==> src/rtl/sac_ram.sv <==
// ---------------------------------------------------------------------------
// sac_ram
// Generic single-write, single-read synchronous RAM with registered read.
// ---------------------------------------------------------------------------
module sac_ram #(
  parameter int WIDTH = 8,
  parameter int DEPTH = 16
) (
  input  logic                                   clk,
  input  logic                                   we,
  input  logic [((DEPTH > 1) ? $clog2(DEPTH) : 1)-1:0] waddr,
  input  logic [WIDTH-1:0]                       wdata,
  input  logic                                   re,
  input  logic [((DEPTH > 1) ? $clog2(DEPTH) : 1)-1:0] raddr,
  output logic [WIDTH-1:0]                       rdata
);

  logic [WIDTH-1:0] mem [0:DEPTH-1];

  always_ff @(posedge clk) begin
    if (we) begin
      mem[waddr] <= wdata;
    end
    if (re) begin
      rdata <= mem[raddr];
    end
  end

endmodule

==> config.mk <==
export PLATFORM = sky130hd
export DESIGN_NAME = sac_ram
export DESIGN_NICKNAME = d
export VERILOG_FILES = /design/src/rtl/sac_ram.sv
export SDC_FILE = /design/constraint.sdc
export NUM_CORES = 1
export LEC_CHECK = 0
export ABC_AREA = 0
export BUFFER_PORTS_ARGS = -buffer_cell sky130_fd_sc_hd__buf_2
export CAP_MARGIN = 5
export CORE_UTILIZATION = 30
export DETAILED_ROUTE_END_ITERATION = 10
export PLACE_DENSITY = 0.47
export SLEW_MARGIN = 20
export SYNTH_ARGS = -nofsm -noshare
export SYNTH_HDL_FRONTEND = slang
export SYNTH_SLANG_ARGS = --single-unit
export TNS_END_PERCENT = 50
==> constraint.sdc <==
create_clock -name clk -period 4.22 [get_ports clk]
set_input_delay 0.422 -clock clk [delete_from_list [all_inputs] [get_ports clk]]
set_output_delay 0.422 -clock clk [all_outputs]
set_load 0.03 [all_outputs]
---- Word-level counts from Yosys, hierarchy flattened ----
Memories as Yosys holds them, arrays and structs flattened. A register that Yosys moved wholly into a read port is not among the register bits.
Index checks and enable logic that the tools add are counted.
operators by class
  mux-type cells .......................... 2
  reductions and logical operators ........ 0
  multipliers ............................. 0
  equal/unequal tests ..................... 0
  div/mod/pow operators ................... 0
  add/subtract/negate cells ............... 0
  bitwise logic cells ..................... 0
  shift-type cells ........................ 0
  $lt $le $gt $ge ......................... 0
operator list
  kind    number
  $mux 1  2
word-level totals
  memory bits (writable) .................. 128
  memory bits (read-only) ................. 0
  word-level logic and storage cells ...... 3
  output and inout port bits .............. 8
  memories kept ........................... 1
  bits in latches ......................... 0
  register bits ........................... 0
memories
  name  depth  width  read ports  clocked after memory_dff  write ports  RTL line  text
  mem   16     8      1           1                         1            18        logic [WIDTH-1:0] mem [0:DEPTH-1];

---- Depth between registers and ports, before layout ----
  depth after elaboration ................. 2
  gate-level depth with buffers ........... 5

---- Least setup slack after synthesis ----
Ideal clock, no wire load.
  path kind ............................... input to register
  from .................................... input waddr[2] (netlist bit)
  to ...................................... memory mem[0][0], enable pin
  cell stages on the path ................. 2
  slack ................................... 2.305 ns
  required time ........................... 3.837 ns
  arrival ................................. 1.532 ns
  cell sequence ........................... or3b_2 -> nor3_1
RTL lines
  element             RTL line  text
  start: declaration  11        input logic [((DEPTH > 1) ? $clog2(DEPTH) : 1)-1:0] waddr,
  end: declaration    18
Straight into the memory's write port.

==> results.sh <==
export IMPL_cts_max_path_buffers=2
export IMPL_path_max_fanout=27
export IMPL_post_route_period_util_pct=48.4
export IMPL_p_sw_share_pct=19.7
export IMPL_most_common_layout_cells="136 x edfxtp_1, 26 x buf_2, 18 x mux4_2, 17 x clkbuf_16, 16 x a22oi_1"
export IMPL_hold_viol_final=0
export IMPL_rows=47
export IMPL_drt_pass1_iter_count=4
export IMPL_htreeDepth=4
export IMPL_synth_compound_area_share_pct=2.30
export IMPL_synth_fa_ha_area_share_pct=0
export IMPL_critPathBufInv=2
export IMPL_status="complete, no violations"
export IMPL_synth_top_family_by_area="multiplexers"
export IMPL_period_needed_ns=2.04
export IMPL_finalSetupTns_ns=0
export IMPL_wl_um=10800
export IMPL_netlist_instances=229
export IMPL_yosysSeqAreaShare_pct=78.1
export IMPL_grt_pass1_vias=2448
export IMPL_crit_arrival_ns=2.20
export IMPL_routabilityCongestion=0.657
export IMPL_grt_overflow=0
export IMPL_synth_top_area_cell="edfxtp_1"
export IMPL_p_int_w=0.00249
export IMPL_nNetsFinal=289
export IMPL_syn_to_final_growth_pct=17.9
export IMPL_fp_dieH_um=134
export IMPL_final_area_sq_um=6160
export IMPL_cts_tree="yes"
export IMPL_ant_nets=0
export IMPL_cp_required_ns=4.38
export IMPL_grt_start_max_net_pins=33
export IMPL_final_util_pct=36.6
export IMPL_drtIter0Drc=226
export IMPL_multiInputGateArea_sq_um=1060
export IMPL_drc=0
export IMPL_comb_power_share_pct=4.7
export IMPL_worst_slew_pin_slew_ns=1.04
export IMPL_pin_count=27
export IMPL_drv_slew=0
export IMPL_root_buffer="clkbuf_16"
export IMPL_cts_resized=0
export IMPL_cts_hold_buffers=0
export IMPL_clkSinkCount=136
export IMPL_synth_fp_nets=248
export IMPL_final_common_cell="edfxtp_1"
export IMPL_ir_drop_uv=306
export IMPL_dieArea_sq_um=18000
export IMPL_avgViaCountPerCell=4.81
export IMPL_clock_latency_ns=0.42
export IMPL_cpPeakStageDelay_ns=0.68
export IMPL_layout_drive_gt1_share_pct=27.6
export IMPL_fp_dieW_um=134
export IMPL_dpl_cell_area_sq_um=5590
export IMPL_antennaDiodeCount=0
export IMPL_hold_class="in2reg"
export IMPL_hpwl_um=6630
export IMPL_yosys_area_top_type_share_pct=78.1
export IMPL_antenna_found_initial=0
export IMPL_postCtsSetupBuffers=0
export IMPL_finalSetupViolCount=0
export IMPL_leakage_nw=2.02
export IMPL_max_freq_mhz=490
export IMPL_synth_top_cells_by_area="edfxtp_1 78%, mux4_2 7.8%, mux4_1 7.0%"
export IMPL_fin_worst_skew_ns=0.00431
export IMPL_clock_power_share_pct=45.9
export IMPL_rsz0062_at_grt="false"
export IMPL_cts_made_buffers=17
export IMPL_clk_pin_slew_ns=0.05
export IMPL_cp_start_kind="primary input"
export IMPL_fillers=1592
export IMPL_endpoint_kind="register"
export IMPL_yosys_warnings=0
export IMPL_path_cells="buf_2 > buf_4 > mux4_2 > a22oi_1 > nand2_1"
export IMPL_synthMuxAreaShare_pct=14.8
export IMPL_synthSimpleGateAreaFrac_pct=3.14
export IMPL_core_area_sq_um=16800
export IMPL_post_drt_wl_per_cell_um=21.4
export IMPL_grt_pass1_wl_um=16100
export IMPL_worst_setup_path_type="in2reg"
export IMPL_seq_area_sq_um=4080
export IMPL_synth_xor_area_share_pct=0
export IMPL_seqPwrFrac_pct=49.4
export IMPL_cpLargestDelayFamily="buffers and inverters"
export IMPL_power_density_nw_per_um2=503
export IMPL_switching_power_w=0.000611
export IMPL_ys_ff_latch=136
export IMPL_synth_area_sq_um=5230
export IMPL_vias=2417
export IMPL_track_usage_pct=13.2
export IMPL_cpMaxStageDelayCell="buf_2"
export IMPL_cap_viol_max_count=0
export IMPL_numPortBuffers=26
export IMPL_start_util_pct=31.1
export IMPL_ys_types=18
export IMPL_synth_area_per_cell_sq_um=22.8
export IMPL_slew_headroom_pct=30.6
==> metrics by stage <==
step / power (W) / cells / setup slack (ns) / hold WS (ns)
2_1_floorplan: 0.00165 / 229 / 2.31 / 0.521
3_3_place_gp: 0.00171 / 471 / 1.67 / 0.729
3_5_place_dp: 0.00171 / 471 / 1.67 / 0.735
4_1_cts: 0.00313 / 503 / 2.12 / 0.337
5_1_grt: 0.00321 / 503 / 1.99 / 0.352
6_report: 0.00310 / 503 / 2.18 / 0.346
==> cell families (layout without fill, tap and decap cells) <==
| family | Yosys count | after routing |
|---|---|---|
| AO/OA/AOI/OAI | 16 | 16 |
| buffers and inverters | 10 | 64 |
| multiplexers | 32 | 32 |
| AND/OR/NAND/NOR | 35 | 35 |
| flip-flops | 136 | 136 |
==> synthesized netlist by cell type <==
master and number:
and2_1 1, clkdlybuf4s25_2 3, buf_2 3, nor2_1 13, buf_6 3, nand3_1 1, nor2b_1 1, nor3_1 4
mux4_2 18, a22oi_1 16, nand3b_1 2, buf_4 1, mux4_1 14, and2b_1 1, or3b_2 1, edfxtp_1 136
nand2_1 9, nand2b_1 2
==> routing by layer <==
| layer | routed length (um) | GRT usage, % |
|---|---|---|
| met3 | 563 | 3.70 |
| met1 | 5010 | 18.5 |
| met2 | 5010 | 18.9 |
| met4 | 205 | 6.44 |
| met5 | 0 | 0 |
==> registers in the layout (all words and copies together) (netlist names) <==
name,cells
rdata,8
mem,128
==> power by group through the flow <==
stage | Clock [W] | Combinational, W | Sequential [W]
after floorplan | 0 | 0.0000768 | 0.00157
after global placement | 0 | 0.000149 | 0.00156
after detailed placement | 0 | 0.000151 | 0.00156
after CTS | 0.00145 | 0.000151 | 0.00153
after global routing | 0.00151 | 0.000162 | 0.00153
final | 0.00142 | 0.000147 | 0.00153
==> worst paths after layout <==
kind	startpoint	slack, ns	endpoint	depth (start not counted)
max	raddr[0]	2.18	rdata[7]	5
min	re	0.35	rdata[6]	1
max reg2reg	mem[5][2]	2.69	rdata[2]	3
min reg2reg	mem[12][0]	0.75	rdata[0]	3
==> cell type report <==
type                    instances  area share (%)
clock buffers                  19            7.03
clock inverters                13            2.19
multi-input cells              83            17.2
flip-flops and latches        136            66.3
well taps                     220            4.47
repair buffers                 32            2.84
Note: power is estimated with default switching activity, not from simulation.
